### src/design/qspd_pkg.sv
`timescale 1ns / 1ps
// ----------------------------------------------------------------------------
// Query string pair decoder package
// Shared item types, character codes and the hex digit lookup.
// ----------------------------------------------------------------------------
package qspd_pkg;

  // Default segment store depth in bytes.
  localparam int SEGMENT_BYTES_DEF = 32;

  // Most result items emitted for one closed segment.
  localparam int RESULT_LIMIT = 32;
  localparam int CNT_W        = $clog2(RESULT_LIMIT + 1);

  // Character codes.
  localparam logic [7:0] CH_PLUS  = 8'h2B;
  localparam logic [7:0] CH_PCT   = 8'h25;
  localparam logic [7:0] CH_EQ    = 8'h3D;
  localparam logic [7:0] CH_AMP   = 8'h26;
  localparam logic [7:0] CH_DOT   = 8'h2E;
  localparam logic [7:0] CH_SPACE = 8'h20;

  // Input item.
  typedef struct packed {
    logic [7:0] in_byte;
    logic       byte_valid;
    logic       end_of_string;
  } in_item_t;

  // Result item.
  typedef struct packed {
    logic [7:0] out_byte;
    logic       is_value;
    logic       last_of_pair;
    logic       truncated;
  } out_item_t;

  // Hex digit decode: bit 4 set means the character is not a hex digit.
  function automatic logic [4:0] hex_digit(input logic [7:0] c);
    logic [4:0] d;
    d = 5'h10;
    if (c >= 8'h30 && c <= 8'h39) begin
      d = {1'b0, 4'(c - 8'h30)};
    end else if (c >= 8'h41 && c <= 8'h46) begin
      d = {1'b0, 4'(c - 8'h37)};
    end else if (c >= 8'h61 && c <= 8'h66) begin
      d = {1'b0, 4'(c - 8'h57)};
    end
    return d;
  endfunction

endpackage

### src/design/qspd_if.sv
`timescale 1ns / 1ps
// ----------------------------------------------------------------------------
// Query string pair decoder channels
// Valid/ready channels for input items and result items.
// ----------------------------------------------------------------------------

// Input item channel.
interface qspd_in_if;
  logic               valid;
  logic               ready;
  qspd_pkg::in_item_t payload;

  modport source (output valid, output payload, input ready);
  modport sink   (input valid, input payload, output ready);
endinterface

// Result item channel.
interface qspd_out_if;
  logic                valid;
  logic                ready;
  qspd_pkg::out_item_t payload;

  modport source (output valid, output payload, input ready);
  modport sink   (input valid, input payload, output ready);
endinterface

### src/design/query_string_pair_decoder.sv
`timescale 1ns / 1ps
// ----------------------------------------------------------------------------
// Query string pair decoder
// Buffers '&'-separated segments and emits the raw key and decoded value.
// ----------------------------------------------------------------------------
// An input item is accepted whenever the decoder is idle. An item that
// closes a segment (an '&' or end_of_string) holds ready low while a small
// sequencer walks the segment store through its single read port: a close
// step, a read and a decode step per stored byte, then a flush, longer
// while the result side stalls. A segment with no '=' or an empty key or
// value goes from the close step back to idle. Each result is held back
// in a pending register so that the last of a pair can carry last_of_pair;
// the output register then holds it while the next item is accepted.
module query_string_pair_decoder #(
  parameter int SEGMENT_BYTES = qspd_pkg::SEGMENT_BYTES_DEF
) (
  input  logic         clk,
  input  logic         rst_n,
  qspd_in_if.sink      in_chan,
  qspd_out_if.source   out_chan
);

  localparam int FILL_W = $clog2(SEGMENT_BYTES + 1);
  localparam int AW     = $clog2(SEGMENT_BYTES);

  typedef enum logic [2:0] {
    ST_IDLE,
    ST_CLOSE,
    ST_RD,
    ST_EV,
    ST_FLUSH
  } state_t;

  typedef enum logic [1:0] {
    ESC_NONE,
    ESC_HI,
    ESC_LO
  } esc_t;

  state_t                     state_r;
  esc_t                       esc_r;
  logic [FILL_W-1:0]          fill_r;
  logic [AW-1:0]              eq_r;
  logic                       eq_seen_r;
  logic                       ovf_r;
  logic [FILL_W-1:0]          j_r;
  logic [qspd_pkg::CNT_W-1:0] cnt_r;
  logic [4:0]                 hi_r;
  logic [7:0]                 rdata_r;
  logic                       pend_v_r;
  qspd_pkg::out_item_t        pend_r;
  logic                       out_valid_r;
  qspd_pkg::out_item_t        out_r;
  logic [7:0]                 mem [SEGMENT_BYTES];

  qspd_pkg::in_item_t in_item;
  logic               in_fire;
  logic               out_free;
  logic               is_amp;
  logic               do_store;
  logic               close_ok;

  // Decode of the byte read in the evaluate step.
  logic               prod;
  logic [7:0]         prod_byte;
  logic               prod_val;
  esc_t               esc_nxt;
  logic               stop;
  logic [4:0]         lo_digit;
  logic [FILL_W-1:0]  j_nxt;
  logic [FILL_W-1:0]  eq_ext;
  logic               stall;
  logic               cap_hit;

  // Next state of the output register.
  logic                out_valid_nxt;
  qspd_pkg::out_item_t out_nxt;

  assign in_item   = in_chan.payload;
  assign in_chan.ready = (state_r == ST_IDLE);
  assign in_fire   = in_chan.valid && (state_r == ST_IDLE);
  assign out_free  = !out_valid_r || out_chan.ready;
  assign is_amp    = in_item.byte_valid && (in_item.in_byte == qspd_pkg::CH_AMP);
  assign do_store  = in_item.byte_valid && !is_amp
                     && (fill_r < FILL_W'(SEGMENT_BYTES));
  assign eq_ext    = FILL_W'(eq_r);
  assign close_ok  = eq_seen_r && (eq_r != '0)
                     && (({1'b0, eq_ext} + (FILL_W+1)'(1)) < {1'b0, fill_r});
  assign j_nxt     = j_r + FILL_W'(1);
  assign lo_digit  = qspd_pkg::hex_digit(rdata_r);

  assign out_chan.valid   = out_valid_r;
  assign out_chan.payload = out_r;

  // Per-byte decode: key bytes raw, '=' skipped, value bytes unescaped.
  always_comb begin
    prod      = 1'b0;
    prod_byte = rdata_r;
    prod_val  = 1'b1;
    esc_nxt   = esc_r;
    stop      = (j_nxt == fill_r);
    if (j_r < eq_ext) begin
      prod     = 1'b1;
      prod_val = 1'b0;
    end else if (j_r != eq_ext) begin
      unique case (esc_r)
        ESC_HI: begin
          esc_nxt = ESC_LO;
        end
        ESC_LO: begin
          prod      = 1'b1;
          prod_byte = (hi_r[4] || lo_digit[4]) ? qspd_pkg::CH_DOT
                                                : {hi_r[3:0], lo_digit[3:0]};
          esc_nxt   = ESC_NONE;
        end
        default: begin
          if (rdata_r == qspd_pkg::CH_PLUS) begin
            prod      = 1'b1;
            prod_byte = qspd_pkg::CH_SPACE;
          end else if (rdata_r == qspd_pkg::CH_PCT) begin
            // A cut-short escape ends the value with nothing more emitted.
            if (({1'b0, j_r} + (FILL_W+1)'(2)) < {1'b0, fill_r}) begin
              esc_nxt = ESC_HI;
            end else begin
              stop = 1'b1;
            end
          end else begin
            prod = 1'b1;
          end
        end
      endcase
    end
  end

  assign stall   = prod && pend_v_r && !out_free;
  assign cap_hit = prod && (cnt_r + qspd_pkg::CNT_W'(1)
                            == qspd_pkg::CNT_W'(qspd_pkg::RESULT_LIMIT));

  // Output register: it takes the held-back result when that is passed on.
  always_comb begin
    out_nxt       = out_r;
    out_valid_nxt = out_valid_r && !out_chan.ready;
    if (state_r == ST_EV && !stall && prod && pend_v_r) begin
      out_nxt       = pend_r;
      out_valid_nxt = 1'b1;
    end else if (state_r == ST_FLUSH && pend_v_r && out_free) begin
      out_nxt              = pend_r;
      out_nxt.last_of_pair = 1'b1;
      out_valid_nxt        = 1'b1;
    end
  end

  // Segment store: written on accepted bytes, read by the sequencer.
  always_ff @(posedge clk) begin
    if (in_fire && do_store) begin
      mem[fill_r[AW-1:0]] <= in_item.in_byte;
    end
    if (state_r == ST_RD) begin
      rdata_r <= mem[j_r[AW-1:0]];
    end
  end

  // Sequencer, segment bookkeeping, held-back result and output register.
  always_ff @(posedge clk) begin
    if (!rst_n) begin
      state_r     <= ST_IDLE;
      esc_r       <= ESC_NONE;
      fill_r      <= '0;
      eq_r        <= '0;
      eq_seen_r   <= 1'b0;
      ovf_r       <= 1'b0;
      j_r         <= '0;
      cnt_r       <= '0;
      pend_v_r    <= 1'b0;
      out_valid_r <= 1'b0;
    end else begin
      out_valid_r <= out_valid_nxt;
      out_r       <= out_nxt;
      unique case (state_r)
        ST_IDLE: begin
          if (in_fire) begin
            if (do_store) begin
              fill_r <= fill_r + FILL_W'(1);
              if (in_item.in_byte == qspd_pkg::CH_EQ) begin
                eq_r      <= fill_r[AW-1:0];
                eq_seen_r <= 1'b1;
              end
            end else if (in_item.byte_valid && !is_amp) begin
              ovf_r <= 1'b1;
            end
            if (is_amp || in_item.end_of_string) begin
              state_r <= ST_CLOSE;
            end
          end
        end
        ST_CLOSE: begin
          j_r   <= '0;
          cnt_r <= '0;
          esc_r <= ESC_NONE;
          if (close_ok) begin
            state_r <= ST_RD;
          end else begin
            fill_r    <= '0;
            eq_r      <= '0;
            eq_seen_r <= 1'b0;
            ovf_r     <= 1'b0;
            state_r   <= ST_IDLE;
          end
        end
        ST_RD: begin
          state_r <= ST_EV;
        end
        ST_EV: begin
          if (!stall) begin
            esc_r <= esc_nxt;
            j_r   <= j_nxt;
            if (esc_r == ESC_HI) begin
              hi_r <= lo_digit;
            end
            if (prod) begin
              pend_v_r <= 1'b1;
              pend_r   <= '{out_byte: prod_byte, is_value: prod_val,
                            last_of_pair: 1'b0, truncated: ovf_r};
              cnt_r    <= cnt_r + qspd_pkg::CNT_W'(1);
            end
            state_r <= (stop || cap_hit) ? ST_FLUSH : ST_RD;
          end
        end
        ST_FLUSH: begin
          if (!pend_v_r || out_free) begin
            pend_v_r  <= 1'b0;
            fill_r    <= '0;
            eq_r      <= '0;
            eq_seen_r <= 1'b0;
            ovf_r     <= 1'b0;
            state_r   <= ST_IDLE;
          end
        end
        default: begin
          state_r <= ST_IDLE;
        end
      endcase
    end
  end

  // The input side only opens once the held-back result has been passed on.
  a_ready_no_pending: assert property (@(posedge clk) disable iff (!rst_n)
    in_chan.ready |-> !pend_v_r)
    else $error("input ready while a result is still held back");

  // The store never counts more bytes than it holds.
  a_fill_bound: assert property (@(posedge clk) disable iff (!rst_n)
    fill_r <= FILL_W'(SEGMENT_BYTES))
    else $error("fill count beyond segment store depth");

  // A segment never emits more than the result limit.
  a_cnt_bound: assert property (@(posedge clk) disable iff (!rst_n)
    cnt_r <= qspd_pkg::CNT_W'(qspd_pkg::RESULT_LIMIT))
    else $error("result count beyond limit");

  // A scan that starts always has a key byte ahead of it.
  a_scan_has_key: assert property (@(posedge clk) disable iff (!rst_n)
    (state_r == ST_CLOSE && close_ok) |=> (state_r == ST_RD && eq_r != '0))
    else $error("segment scan started without a key");

endmodule

### src/flat_wrapper.sv
// flat-port wrapper written by rule: the top's interface ports become plain ports
module query_string_pair_decoder_flat 
#(
  parameter int SEGMENT_BYTES = qspd_pkg::SEGMENT_BYTES_DEF
)
  (clk, rst_n, in_chan_valid, in_chan_payload, in_chan_ready, out_chan_valid, out_chan_payload, out_chan_ready);
  qspd_in_if in_chan_i ();
  qspd_out_if out_chan_i ();
  input  logic clk;
  input  logic rst_n;
  input wire logic [$bits(in_chan_i.valid)-1:0] in_chan_valid;
  input wire logic [$bits(in_chan_i.payload)-1:0] in_chan_payload;
  output wire logic [$bits(in_chan_i.ready)-1:0] in_chan_ready;
  output wire logic [$bits(out_chan_i.valid)-1:0] out_chan_valid;
  output wire logic [$bits(out_chan_i.payload)-1:0] out_chan_payload;
  input wire logic [$bits(out_chan_i.ready)-1:0] out_chan_ready;
  assign in_chan_i.valid = in_chan_valid;
  assign in_chan_i.payload = in_chan_payload;
  assign in_chan_ready = in_chan_i.ready;
  assign out_chan_valid = out_chan_i.valid;
  assign out_chan_payload = out_chan_i.payload;
  assign out_chan_i.ready = out_chan_ready;
  query_string_pair_decoder #(.SEGMENT_BYTES(SEGMENT_BYTES)) u_core (.clk(clk), .rst_n(rst_n), .in_chan(in_chan_i), .out_chan(out_chan_i));
endmodule
### config.mk
export PLATFORM = sky130hd
export DESIGN_NAME = query_string_pair_decoder_flat
export DESIGN_NICKNAME = d
export VERILOG_FILES = /design/src/design/qspd_pkg.sv /design/src/design/qspd_if.sv /design/src/design/query_string_pair_decoder.sv /design/src/flat_wrapper.sv
export SDC_FILE = /design/constraint.sdc
export NUM_CORES = 1
export LEC_CHECK = 0
export BUFFER_PORTS_ARGS = -buffer_cell sky130_fd_sc_hd__clkbuf_2
export CELL_PAD_IN_SITES_DETAIL_PLACEMENT = 0
export CELL_PAD_IN_SITES_GLOBAL_PLACEMENT = 2
export CORE_UTILIZATION = 30
export CTS_BUF_LIST = sky130_fd_sc_hd__clkbuf_16
export DETAILED_ROUTE_END_ITERATION = 16
export HOLD_SLACK_MARGIN = 0.15
export PLACE_DENSITY = 0.6
export SLEW_MARGIN = 20
export SYNTH_ARGS = -nofsm -noshare
export SYNTH_HDL_FRONTEND = slang
export SYNTH_SLANG_ARGS = --single-unit
### constraint.sdc
create_clock -name clk -period 4.5 [get_ports clk]
set_clock_uncertainty 0.15 [all_clocks]
set_input_delay 0.225 -clock clk [delete_from_list [all_inputs] [get_ports clk]]
set_output_delay 0.225 -clock clk [all_outputs]
set_load 0.01 [all_outputs]
# Word level (Yosys, flattened, before mapping)
# Memories as Yosys holds them, arrays and structs flattened. A register that Yosys moved wholly into a read port is not among the register bits.
# Cells that the tools add are included.
totals:
  regBits: 58
  mem_bits_rw: 256
  in_bits: 14
  out_inout_bits: 13
  mem_count: 1
op_classes:
  addsub: 8
  n_lt_le_gt_ge: 10
  n_eq_ne: 28
  muxes: 70
  bitwise_logic: 1
  n_reduce_logical: 48
mem_list:
  columns: ["memory", "depth", "width", "read_ports", "rd_ports_with_merged_regs", "wr", "line_no", "rtl"]
  rows:
  - ["u_core.mem", 32, 8, 1, 1, 1, "query_string_pair_decoder.sv:54", "logic [7:0] mem [SEGMENT_BYTES];"]
ops:
  columns: ["op", "count"]
  rows:
  - ["two-way mux 6 bit", 7]
  - ["two-way mux 5 bit", 8]
  - ["equality test 8 x 6 -> 1 bit (second input constant)", 4]
  - ["two-way mux 8 bit", 4]
  - ["two-way mux 1 bit", 25]
  - ["case mux 6 bit (2 select lines)", 2]
  - ["two-way mux 11 bit", 2]
  - ["logical AND 1 bit", 19]
  - ["adder 6 x 1 -> 6 bit (second input constant)", 3]
  - ["case mux 6 bit (3 select lines)", 1]
  - [">= comparator 8 x 7 -> 1 bit (second input constant)", 2]
  - ["<= comparator 8 x 7 -> 1 bit (second input constant)", 2]
  - ["case mux 8 bit (2 select lines)", 1]
  - ["AND reduction 4 bit", 4]
  - ["two-way mux 3 bit", 5]
  - ["case mux 3 bit (5 select lines)", 1]
  - ["case mux 5 bit (3 select lines)", 1]
  - ["< comparator 7 x 6 -> 1 bit", 2]
  - ["two-way mux 2 bit", 7]
  - ["inequality test 2 x 1 -> 1 bit (second input constant)", 7]
  - ["AND reduction 6 bit", 2]
  - ["inequality test 2 bit (second input constant)", 5]
  - [">= comparator 8 x 6 -> 1 bit (second input constant)", 1]
  - ["<= comparator 8 x 6 -> 1 bit (second input constant)", 1]
  - ["other kinds (31)", 49]

# Logic depth before layout (Yosys ltp)
# Gate-level depths: netlist of the first run.
logic_depth:
  ltp_word: 14
  mapped_depth: 12

# Worst setup path before layout of the first run
# Ideal clock, no wire load.
synth_timing:
  path_type: "register -> register"
  from: "reg u_core.j_r[0]"
  to: "reg u_core.out_r, in the netlist u_core.out_chan.payload[0] (enable)"
  setup_ns: 0.383
  arrival_time_ns: 2.616
  slack_ns: 1.352
  path_stages_with_launch: 11
  period_less_slack_ns: 3.148
  path_cell_list: "dfxtp_1 -> buf_2 -> buf_4 -> buf_4 -> buf_2 -> inv_1 -> ha_1 -> and3_4 -> o22ai_4 -> nand3_1 -> a21oi_1"
synth_between:
  elab_chain_cells: 11
  word_cells_on_any_way: 12
  cone_classes: "1 x order compare; 1 x eq/ne; 2 x mux; 8 x reduce/logical"
synth_rtl:
  columns: ["element", "line_no", "rtl"]
  rows:
  - ["start, declared", "query_string_pair_decoder.sv:46", "logic [FILL_W-1:0] j_r;"]
  - ["start signal, assigned", "query_string_pair_decoder.sv:216", "j_r <= j_nxt;"]
  - ["branches (longest 2 deep; another with < comparator 6 x 5 -> 1 bit)", null, null]
  - ["two-way mux 1 bit (*)", "query_string_pair_decoder.sv:102", "if (j_r < eq_ext) begin"]
  - ["logical AND 1 bit (2 in series)", "query_string_pair_decoder.sv:135", "assign stall = prod && pend_v_r && !out_free;"]
  - ["logical NOT 1 bit", "query_string_pair_decoder.sv:143", "if (state_r == ST_EV && !stall && prod && pend_v_r) begin"]
  - ["logical AND 1 bit", "query_string_pair_decoder.sv:143", null]
  - ["logical AND 1 bit (*) (2 in series)", "query_string_pair_decoder.sv:143", null]
  - ["nonzero test 2 bit (no source line) (*)", null, null]
  - ["AND reduction 2 bit (no source line) (*)", null, null]
  - ["end signal, assigned", "query_string_pair_decoder.sv:178", "out_r <= out_nxt;"]
  - ["end, declared", "query_string_pair_decoder.sv:53", "qspd_pkg::out_item_t out_r;"]
# Every way passes the cells marked *.
# A chain may end at the register's enable or synchronous reset.

# Worst setup path after layout of the first run
layout_timing:
  from: "in in_chan_payload[3]"
  to: "mem u_core.mem[15][5] (enable)"
layout_between:
  elab_chain_cells: 8
layout_rtl:
  columns: ["element", "line_no", "rtl"]
  rows:
  - ["start, declared", "flat_wrapper.sv:12", "input wire logic [$bits(in_chan_i.payload)-1:0] in_chan_payload;"]
  - ["equality test 8 x 6 -> 1 bit", "query_string_pair_decoder.sv:83", "assign is_amp = in_item.byte_valid && (in_item.in_byte == qspd_pkg::CH_AMP);"]
  - ["logical AND 1 bit", "query_string_pair_decoder.sv:83", null]
  - ["logical NOT 1 bit", "query_string_pair_decoder.sv:84", "assign do_store = in_item.byte_valid && !is_amp"]
  - ["logical AND 1 bit", "query_string_pair_decoder.sv:84", null]
  - ["logical AND 1 bit", "query_string_pair_decoder.sv:85", "&& (fill_r < FILL_W'(SEGMENT_BYTES));"]
  - ["logical AND 1 bit", "query_string_pair_decoder.sv:155", "if (in_fire && do_store) begin"]
  - ["two-way mux 1 bit", "query_string_pair_decoder.sv:155", null]
  - ["two-way mux 1 bit (not written as such)", "query_string_pair_decoder.sv:156", "mem[fill_r[AW-1:0]] <= in_item.in_byte;"]
  - ["end, declared", "query_string_pair_decoder.sv:54", null]
# No other way between the ends.

==> results of run 1 <==
==> where the power goes <==
group	switching, W	internal, W	total (W)	leakage [nW]
Clock	0.00121	0.00183	0.00305	0.631
Sequential	0.00000623	0.00326	0.00326	2.87
Combinational	0.0000988	0.0000392	0.000138	1.56
Total	0.00132	0.00513	0.00645	5.06
==> kinds of logic after synthesis <==
logic type,count (synthesis),synth area share (%)
adder cells (fa/ha/maj),31,2.81
AND/OR/NAND/NOR,211,7.45
flip-flops,322,67.6
buffers and inverters,63,2.01
XOR/XNOR,14,0.887
AO/OA/AOI/OAI,138,7.40
multiplexers,103,11.8
==> critical path, stage by stage <==
cell and delay, ns:
dlygate4sd3_1 0.55, clkbuf_2 0.20, nor4b_1 0.25, a211o_1 0.36, nor2_1 0.36, nand2_1 0.52, nor2_1 0.85
==> placed cells by master (no fill, tap or decap), types with 6 or more instances in the layout <==
cell           Yosys  final
edfxtp_1         290    290
nor2_1            77     77
mux2i_1           55     55
nand2_1           50     50
mux4_2            48     48
clkbuf_16          0     38
ha_1              31     31
inv_1             24     30
a21oi_1           30     30
dfxtp_1           32     30
nand3_1           27     27
clkbuf_2           0     26
o21ai_0           19     19
buf_4              5     19
a211oi_1          14     14
dlygate4sd3_1      0     12
o221ai_1          10     10
nor3_1             9      9
o22ai_1            9      9
clkinv_1           1      8
xnor2_1            8      8
a2111oi_0          8      8
xor2_1             6      6
==> metal layers <==
metal,up-vias,track usage (%),wire (um)
li1,3626,-,-
met1,3932,20.1,16000
met2,152,24.7,16500
met3,47,2.64,1390
met4,0,4.55,789
met5,-,0,0
==> registers in the layout, summed over array words and instances (netlist names) <==
name / count
u_core.mem: 256
u_core.out_chan.payload: 11
u_core.pend_r: 10
u_core.rdata_r: 8
u_core.cnt_r: 6
u_core.fill_r: 6
u_core.j_r: 6
u_core.eq_r: 5
u_core.hi_r: 5
u_core.state_r: 3
u_core.esc_r: 2
u_core.eq_seen_r: 1
u_core.out_chan.valid: 1
u_core.ovf_r: 1
u_core.pend_v_r: 1
==> worst paths after layout <==
kind	start	to	slack (ns)	depth (start not counted)
worst max-delay path	in_chan_payload[3]	u_core.mem[15][5]$_DFFE_PP_	1.17	7
worst min-delay path	rst_n	u_core.eq_seen_r$_SDFFE_PN0P_	0.21	3
worst max register to register	u_core.state_r[1]$_SDFFE_PN0P_	u_core.mem[15][5]$_DFFE_PP_	1.30	5
worst min register to register	u_core.pend_r[2]$_DFFE_PP_	u_core.out_chan.payload[2]$_DFFE_PP_	0.27	0
==> area by class of cell <==
cell class              count  area, um2
clock buffers              38        951
fillers                  4330      29300
inverters                  25       93.8
multi-input cells         497       4200
repair buffers             58        413
flip-flops and latches    322       9350
well taps                 600        751
clock inverters            28        287
==> timing repair <==
item,CTS,global route
endpoints found under the hold margin,148,0
endpoints found under the setup margin,0,0
hold buffers,12,0
==> metrics by stage <==
| stage | std cells | hold slack (ns) | power, W | area, um2 |
|---|---|---|---|---|
| 5_1_grt | 1568 | 0.234 | 0.00665 | 16000 |
| 3_3_place_gp | 1490 | 0.251 | 0.00346 | 14700 |
| 2_1_floorplan | 882 | 0.174 | 0.00337 | 13800 |
| 3_5_place_dp | 1490 | 0.255 | 0.00346 | 14700 |
| 4_1_cts | 1568 | 0.186 | 0.00654 | 16000 |
| 6_report | 1568 | 0.207 | 0.00645 | 16000 |
==> flow_metrics.py, run 1 <==
metrics = {
    "run_status": {
        "status": "complete, no violations",
    },
    "clocking": {
        "numCtsBuffers": 37,
        "clk_path_buf_depth": 3,
        "h-tree-depth": 2,
        "clock_latency_ns": 0.54,
        "clock-root-buffer": "clkbuf_16",
        "cts_sinks": 322,
        "cts_tree": "done",
        "cts_resized": 0,
        "clk_pin_slew_worst_paths_ns": 0.06,
        "post_cts_buffers": 0,
    },
    "timing": {
        "finalHoldViolations": 0,
        "min_period_ns": 3.33,
        "relSlewSlack_pct": 33.3,
        "max_freq_mhz": 301,
        "maxSlewViolCount": 0,
        "post-route-period-util_pct": 73.9,
        "setup-violations-final": 0,
        "worst_slew_pin_slew_ns": 1.00,
        "fin_ws_ns": 1.17,
        "rsz0062_at_grt": "false",
        "final.setup.tns_ns": 0,
    },
    "synthesis": {
        "synth_seq_cells": 322,
        "synth_area_um2": 13800,
        "synth.most_common_cell": "edfxtp_1",
        "syn_nets": 927,
        "yosysTopAreaCell": "edfxtp_1",
        "syn_inst": 882,
        "avgSynthCellArea_um2": 15.7,
        "synth_edf_count": 290,
        "yosysWarnings": 0,
        "ys_types": 80,
        "synth_area_leaders": "edfxtp_1 63%, mux4_2 7.8%, dfxtp_1 4.6%, mux2i_1 4.0%, ha_1 2.8%",
        "ys_async_sr_fraction_pct": 0,
        "seq_area_frac_synth_pct": 67.6,
        "synthTopCellsByCount": "290 x edfxtp_1, 77 x nor2_1, 55 x mux2i_1",
        "synth_top_cell_area_share_pct": 63.0,
        "ys.flop_type": "edfxtp_1",
    },
    "die": {
        "rows": 78,
        "die_h_um": 217,
        "coreArea_um2": 45400,
        "start_util_pct": 30.5,
        "die_w_um": 217,
        "die_area_um2": 46900,
        "io_pins": 27,
    },
    "global_routing": {
        "grt_max_degree": 51,
        "grt_overflow": 0,
        "grt_usage_pct": 15.0,
        "first_global_vias": 7973,
        "antenna_found_initial": 0,
        "grt_pass1_wl_mm": 51.9,
    },
    "setup_path": {
        "cp.arrival_ns": 3.32,
        "worstPathRequired_ns": 4.49,
        "critPathMaxFanout": 9,
        "end_kind": "flip-flop",
        "crit_type": "input pin to flip-flop",
        "worst_setup_path_start_kind": "input pin",
    },
    "hold_path": {
        "hp-class": "input pin to flip-flop",
    },
    "routing": {
        "wl_per_cell_um": 22.1,
        "num_vias": 7757,
        "drt-initial-drc-count": 406,
        "drt_pass1_iterations": 5,
        "wl_mm": 34.6,
        "drc_errors": 0,
        "vias_per_cell": 4.95,
        "antenna_left": 0,
    },
    "place": {
        "port_buffers": 26,
        "dp_hpwl_mm": 23.0,
        "pre_cts_ws_ns": 1.25,
        "place_congestion": 0.752,
    },
    "final_layout": {
        "final_nets": 986,
        "area_growth_pct": 16.1,
        "utilization_pct": 35.4,
        "drive_above_1_share_pct": 18.0,
        "antenna_cells": 0,
    },
    "job": {
        "cap_violations": 0,
    },
    "power": {
        "ir_drop_mv": 0.242,
        "p_leak_nw": 5.06,
        "power.density_nw_per_um2": 402,
    },
}
Note: power is estimated with default switching activity, not from simulation.
==> inputs of run 2 (changes only) <==
--- a/config.mk
+++ b/config.mk
@@ -5,6 +5,7 @@
 export SDC_FILE = /design/constraint.sdc
 export NUM_CORES = 1
 export LEC_CHECK = 0
+export ABC_AREA = 1
 export BUFFER_PORTS_ARGS = -buffer_cell sky130_fd_sc_hd__clkbuf_2
 export CELL_PAD_IN_SITES_DETAIL_PLACEMENT = 0
 export CELL_PAD_IN_SITES_GLOBAL_PLACEMENT = 2
@@ -12,7 +13,7 @@
 export CTS_BUF_LIST = sky130_fd_sc_hd__clkbuf_16
 export DETAILED_ROUTE_END_ITERATION = 16
 export HOLD_SLACK_MARGIN = 0.15
-export PLACE_DENSITY = 0.6
+export PLACE_DENSITY = 0.64
 export SLEW_MARGIN = 20
 export SYNTH_ARGS = -nofsm -noshare
 export SYNTH_HDL_FRONTEND = slang
==> constraint.sdc (replaced) <==
create_clock -name clk -period 3.4 [get_ports clk]
set_clock_uncertainty 0.15 [all_clocks]
set_input_delay 0.17 -clock clk [delete_from_list [all_inputs] [get_ports clk]]
set_output_delay 0.17 -clock clk [all_outputs]
set_load 0.01 [all_outputs]
==> run 2 against run 1 <==
  * Highest routed layer unchanged
  * Synthesized cell count rose by 43%
  * Core utilization fell by 0.28 points
  * Critical endpoint is now u_core.mem[29][2]$_DFFE_PP_
  * Cell count rose by 24%
  * Final area rose by 1.6%
  * Sequential share of layout area fell by 0.89 points
==> flow_metrics.py, run 2 <==
metrics = {
    "setup_path": {
        "crit_type": "input pin to flip-flop",
        "critPathMaxFanout": 8,
        "worst-r2r-cell-count": 6,
        "worstPathRequired_ns": 3.44,
        "worst_setup_path_start_kind": "input pin",
        "end_kind": "flip-flop",
        "cp.arrival_ns": 3.13,
        "critPathMaxStageDelay_ns": 0.71,
        "worstPathCellList": "dlygate4sd3_1, clkbuf_2, nor3_1, nand2_1, nand3_1, nor3_1, buf_4, nand2_1, nor2_1",
        "critPathBufInv": 3,
        "r2r_slack_ns": 0.58,
        "r2r_start": "u_core.state_r[1]$_SDFFE_PN0P_",
        "r2r-end": "u_core.mem[29][2]$_DFFE_PP_",
        "critPathTopFamily": "simple AND/OR/NAND/NOR gates",
        "crit_slowest_cell": "nor2_1",
    },
    "hold_path": {
        "hold_depth": 0,
        "hp-class": "flip-flop to flip-flop",
        "hold_start": "u_core.pend_r[9]$_DFFE_PP_",
        "holdPathEnd": "u_core.out_chan.payload[9]$_DFFE_PP_",
    },
    "routing": {
        "vias_per_cell": 4.92,
        "drc_errors": 0,
        "wl_mm": 39.2,
        "drt-initial-drc-count": 659,
        "wl_per_cell_um": 20.2,
        "antenna_left": 0,
        "drt_pass1_iterations": 5,
        "num_vias": 9536,
    },
    "synthesis": {
        "ys.flop_type": "edfxtp_1",
        "synth_area_leaders": "edfxtp_1 62%, nor2_1 5.6%, o21ai_0 5.0%, dfxtp_1 4.5%, nand2_1 3.7%",
        "synthAdderAreaFrac_pct": 2.75,
        "yosys.area_share.simple_pct": 14.7,
        "synthTopCellsByCount": "290 x edfxtp_1, 209 x nor2_1, 142 x o21ai_0",
        "synth.most_common_cell": "edfxtp_1",
        "avgSynthCellArea_um2": 11.2,
        "syn_inst": 1257,
        "synth_top_family_by_area": "simple AND/OR/NAND/NOR gates",
        "synth_seq_cells": 322,
        "synth-compound-area-share_pct": 11.6,
        "yosysWarnings": 0,
        "ys_async_sr_fraction_pct": 0,
        "synth_top_cell_area_share_pct": 61.7,
        "seq_area_frac_synth_pct": 66.2,
        "synth_area_um2": 14100,
        "synth_edf_count": 290,
        "ys_types": 45,
        "synth-xor-area-share_pct": 0.496,
        "synthMuxAreaShare_pct": 0,
        "yosysTopAreaCell": "edfxtp_1",
        "syn_nets": 1302,
    },
    "power": {
        "power.density_nw_per_um2": 552,
        "ir_drop_mv": 0.415,
        "p_leak_nw": 5.63,
    },
    "clocking": {
        "cts_tree": "done",
        "clk_path_buf_depth": 3,
        "clk_pin_slew_worst_paths_ns": 0.05,
        "cts_sinks": 322,
        "cts_resized": 0,
        "h-tree-depth": 2,
        "clock_latency_ns": 0.56,
        "numCtsBuffers": 39,
        "clock-root-buffer": "clkbuf_16",
    },
    "global_routing": {
        "grt_usage_pct": 16.8,
        "met2_usage_pct": 26.6,
        "grt_max_degree": 135,
        "antenna_found_initial": 0,
        "grt_overflow": 0,
        "grt_pass1_wl_mm": 59.6,
        "busiest_layer": "met2",
        "first_global_vias": 9463,
        "grt_use_met3_pct": 3.52,
        "use_met1_pct": 22.7,
    },
    "timing": {
        "post-route-period-util_pct": 91.0,
        "min_period_ns": 3.09,
        "maxSlewViolCount": 0,
        "max_freq_mhz": 323,
        "relSlewSlack_pct": 39.3,
        "finalHoldViolations": 0,
        "fin_ws_ns": 0.306,
        "fin_hold_ws_ns": 0.266,
        "final.setup.tns_ns": 0,
        "rsz0062_at_grt": "false",
        "setup-violations-final": 0,
        "worst_slew_pin_slew_ns": 0.908,
    },
    "final_layout": {
        "largest_reg_flops": 256,
        "layout_common_cells": "290 x edfxtp_1, 208 x nor2_1, 142 x o21ai_0",
        "drive_above_1_share_pct": 11.3,
        "utilization_pct": 35.1,
        "final_nets": 1350,
        "fin_cells": 1939,
        "area_growth_pct": 15.4,
        "final_common_cell": "edfxtp_1",
    },
    "die": {
        "coreArea_um2": 46500,
        "die_w_um": 219,
        "rows": 79,
        "io_pins": 27,
        "die_area_um2": 48000,
        "die_h_um": 219,
        "start_util_pct": 30.4,
    },
    "job": {
        "cap_violations": 0,
    },
    "place": {
        "place_congestion": 0.771,
        "dp_hpwl_mm": 24.6,
        "pre_cts_ws_ns": 0.131,
        "numPlacedInstances": 1855,
        "port_buffers": 26,
    },
    "run_status": {
        "status": "complete, no violations",
    },
}
run 2: cell types whose count changed in the layout (fill, tap and decap cells not counted), moves of 48 or more:
cell | before | now
o21ai_0 | 19 | 142
mux4_2 | 48 | 0
mux2i_1 | 55 | 0
inv_1 | 30 | 80
nor2_1 | 77 | 208
nand2_1 | 50 | 141
run 2: worst max-delay path by stage:
stage | cells past startpoint | slack, ns | to | startpoint
after floorplan | 14 | 0.57 | u_core.out_chan.payload[0]$_DFFE_PP_ | u_core.j_r[0]$_SDFFE_PN0P_
after global placement | 8 | 0.21 | u_core.mem[5][6]$_DFFE_PP_ | in_chan_payload[5]
after detailed placement | 8 | 0.13 | u_core.mem[29][7]$_DFFE_PP_ | in_chan_payload[5]
after CTS | 11 | 0.24 | u_core.mem[29][2]$_DFFE_PP_ | in_chan_payload[2]
after global routing | 9 | 0.20 | u_core.mem[29][2]$_DFFE_PP_ | in_chan_payload[5]
final | 9 | 0.31 | u_core.mem[29][2]$_DFFE_PP_ | in_chan_payload[5]
run 2: layout make-up:
cell class	count	area, um2
clock buffers	39	976
inverters	87	328
flip-flops and latches	322	9350
diodes	1	2.50
fillers	4688	30200
well taps	607	759
repair buffers	68	523
clock inverters	28	186
multi-input cells	787	4170
run 2: timing repair:
action / in CTS / in global routing
hold buffers: 15 / 1
hold endpoints to repair: 250 / 19
setup buffers: 0 / 0
run 2: per-layer routing:
| layer | vias to the layer above | share of wire [%] |
|---|---|---|
| li1 | 4608 | - |
| met1 | 4681 | 46 |
| met5 | - | 0 |
| met2 | 188 | 46 |
| met4 | 0 | 3.0 |
| met3 | 59 | 4.6 |
run 2: power by group:
| part | switching [W] | internal (W) | total (W) |
|---|---|---|---|
| Clock | 0.00166 | 0.00223 | 0.00389 |
| Sequential | 0.0000293 | 0.00434 | 0.00437 |
| Combinational | 0.000528 | 0.000212 | 0.000739 |
| Total | 0.00221 | 0.00678 | 0.00900 |
run 2: cells by family (layout without fill, tap and decap cells):
family / Yosys count / in the layout
compound gates: 284 / 284
xor+xnor: 8 / 8
fa+ha+maj: 31 / 31
buf+inv: 148 / 222
flops: 322 / 322
other cells: 0 / 1
simple gates: 464 / 464
run 2: metrics by stage:
| step | cell area, um2 | total power [W] |
|---|---|---|
| after floorplan | 14100 | 0.00488 |
| after global placement | 15000 | 0.00519 |
| after detailed placement | 15000 | 0.00519 |
| after CTS | 16300 | 0.00911 |
| after global routing | 16300 | 0.00932 |
| final | 16300 | 0.00900 |
==> inputs of run 3 (changes only) <==
--- a/config.mk
+++ b/config.mk
@@ -9,11 +9,13 @@
 export BUFFER_PORTS_ARGS = -buffer_cell sky130_fd_sc_hd__clkbuf_2
 export CELL_PAD_IN_SITES_DETAIL_PLACEMENT = 0
 export CELL_PAD_IN_SITES_GLOBAL_PLACEMENT = 2
+export CORE_MARGIN = 2
 export CORE_UTILIZATION = 30
 export CTS_BUF_LIST = sky130_fd_sc_hd__clkbuf_16
 export DETAILED_ROUTE_END_ITERATION = 16
 export HOLD_SLACK_MARGIN = 0.15
 export PLACE_DENSITY = 0.64
+export RECOVER_POWER = 100
 export SLEW_MARGIN = 20
 export SYNTH_ARGS = -nofsm -noshare
 export SYNTH_HDL_FRONTEND = slang
==> run 3 against run 2 <==
  * The run now ends with capacitance limit, slew limit left
  * Global-route usage decreased by 0.43 points
  * Via count increased by 0.47%
  * Core utilization decreased by 0.18 points
  * Clock-buffer cell count decreased by 1
  * Total power increased by 2.5%
  * First-iteration DRC count increased by 6.8%
  * Cell count about the same
  * Sequential power about the same
  * Final area decreased by 0.29%
  * Largest power group unchanged
==> flow_metrics.py, run 3 (synthesized netlist as in run 2, its figures left out) <==
metrics = {
    "global_routing": {
        "grt_pass1_wl_mm": 60.9,
        "first_global_vias": 9524,
        "antenna_found_initial": 0,
        "grt_max_degree": 135,
        "grt_usage_pct": 16.4,
        "grt_overflow": 0,
    },
    "die": {
        "rows": 79,
        "start_util_pct": 30.3,
        "die_area_um2": 48800,
        "coreArea_um2": 46600,
        "io_pins": 27,
        "die_h_um": 221,
        "die_w_um": 221,
    },
    "clocking": {
        "numCtsBuffers": 37,
        "clock_latency_ns": 0.56,
        "hold_buffers": 15,
        "cts_resized": 0,
        "cts_sinks": 322,
        "clock-root-buffer": "clkbuf_16",
        "cts_tree": "done",
        "clk_path_buf_depth": 3,
        "post_cts_buffers": 0,
        "clk_pin_slew_worst_paths_ns": 0.06,
        "h-tree-depth": 2,
    },
    "final_layout": {
        "layout_common_cells": "290 x edfxtp_1, 211 x nor2_1, 152 x o21ai_0",
        "drive_above_1_share_pct": 8.19,
        "final_common_cell": "edfxtp_1",
        "antenna_cells": 0,
        "largest_reg_flops": 256,
        "final_nets": 1347,
        "fillers": 4660,
        "area_growth_pct": 15.1,
    },
    "setup_path": {
        "worst_setup_path_start_kind": "flip-flop",
        "cp.arrival_ns": 3.44,
        "worstPathRequired_ns": 3.67,
        "critPathTopFamily": "buffers and inverters",
        "worstPathCellList": "clkbuf_2, buf_4, o21ai_0, o221ai_1, nand3_1, nand3_1, o21ai_0, inv_1",
        "cp.depth": 8,
        "critPathMaxFanout": 32,
        "crit_type": "flip-flop to flip-flop",
        "critPathBufInv": 3,
        "worst-r2r-cell-count": 8,
        "end_kind": "flip-flop",
        "critPathMaxStageDelay_ns": 0.72,
        "crit_slowest_cell": "clkbuf_2",
    },
    "routing": {
        "wl_mm": 40.1,
        "drt-initial-drc-count": 704,
        "wl_per_cell_um": 20.7,
        "vias_per_cell": 4.94,
        "drc_errors": 0,
        "num_vias": 9581,
        "antenna_left": 0,
        "drt_pass1_iterations": 7,
    },
    "timing": {
        "relSlewSlack_pct": -29.9,
        "final.setup.tns_ns": 0,
        "maxSlewViolCount": 199,
        "max_freq_mhz": 315,
        "min_period_ns": 3.17,
        "setup-violations-final": 0,
        "post-route-period-util_pct": 93.4,
        "rsz0062_at_grt": "false",
        "finalHoldViolations": 0,
        "worst_slew_pin_slew_ns": 1.95,
    },
    "job": {
        "cap_violations": 6,
    },
    "hold_path": {
        "hold_depth": 0,
        "hp-class": "flip-flop to flip-flop",
    },
    "power": {
        "ir_drop_mv": 0.369,
        "power.density_nw_per_um2": 568,
        "p_leak_nw": 5.60,
        "p_total_w": 0.00922,
    },
    "run_status": {
        "violations": "capacitance limit, slew limit",
        "status": "finished, violations left",
    },
    "place": {
        "port_buffers": 26,
        "place_congestion": 0.772,
        "dp_hpwl_mm": 25.6,
    },
}
[run 3: layer usage]
metal	part of all wire [%]	track usage (%)
met2	46	26.0
met4	2.0	4.52
met5	0	0
met3	4.6	2.38
met1	48	23.3
[run 3: worst register-to-register path, stage by stage, from the launching register on]
cell and delay [ns]:
dfxtp_2 0.59, clkbuf_2 0.72, buf_4 0.39, o21ai_0 0.12, o221ai_1 0.33, nand3_1 0.24
nand3_1 0.21, o21ai_0 0.18, inv_1 0.10
[run 3: report_power, final]
group	switching, W	total (W)	internal [W]
Clock	0.00164	0.00414	0.00250
Combinational	0.000514	0.000711	0.000197
Sequential	0.0000324	0.00438	0.00434
[run 3: layout make-up]
| cell class | instances | area [um2] | area share, % |
|---|---|---|---|
| inverter | 87 | 328 | 2.02 |
| sequential | 322 | 9350 | 57.6 |
| multi-input combinational | 787 | 4090 | 25.2 |
| tap | 607 | 759 | 4.67 |
| timing repair buffer | 67 | 454 | 2.79 |
| clock inverter | 30 | 313 | 1.92 |
| clock buffer | 38 | 951 | 5.85 |
[run 3: through the flow]
| step | setup slack, ns | util (%) | instance area, um2 | instances | hold WS [ns] |
|---|---|---|---|---|---|
| final | 0.225 | 34.9 | 16300 | 1938 | 0.267 |
| after global routing | 0.104 | 34.9 | 16300 | 1938 | 0.286 |
| after CTS | 0.257 | 35.2 | 16400 | 1938 | 0.166 |
| after detailed placement | 0.166 | 32.2 | 15000 | 1855 | 0.255 |
| after global placement | 0.233 | 32.2 | 15000 | 1855 | 0.254 |
| after floorplan | 0.570 | - | 14100 | 1257 | 0.119 |
[run 3: path summary, 6_finish.rpt]
path                                   start                              endpoint  slack [ns]
setup / recovery  u_core.j_r[1]$_SDFFE_PN0P_           u_core.rdata_r[5]$_DFFE_PN_        0.23
hold / removal    u_core.pend_r[8]$_DFFE_PP_  u_core.out_chan.payload[8]$_DFFE_PP_        0.27
setup reg to reg  u_core.j_r[1]$_SDFFE_PN0P_           u_core.rdata_r[5]$_DFFE_PN_        0.23
hold reg to reg   u_core.pend_r[8]$_DFFE_PP_  u_core.out_chan.payload[8]$_DFFE_PP_        0.27
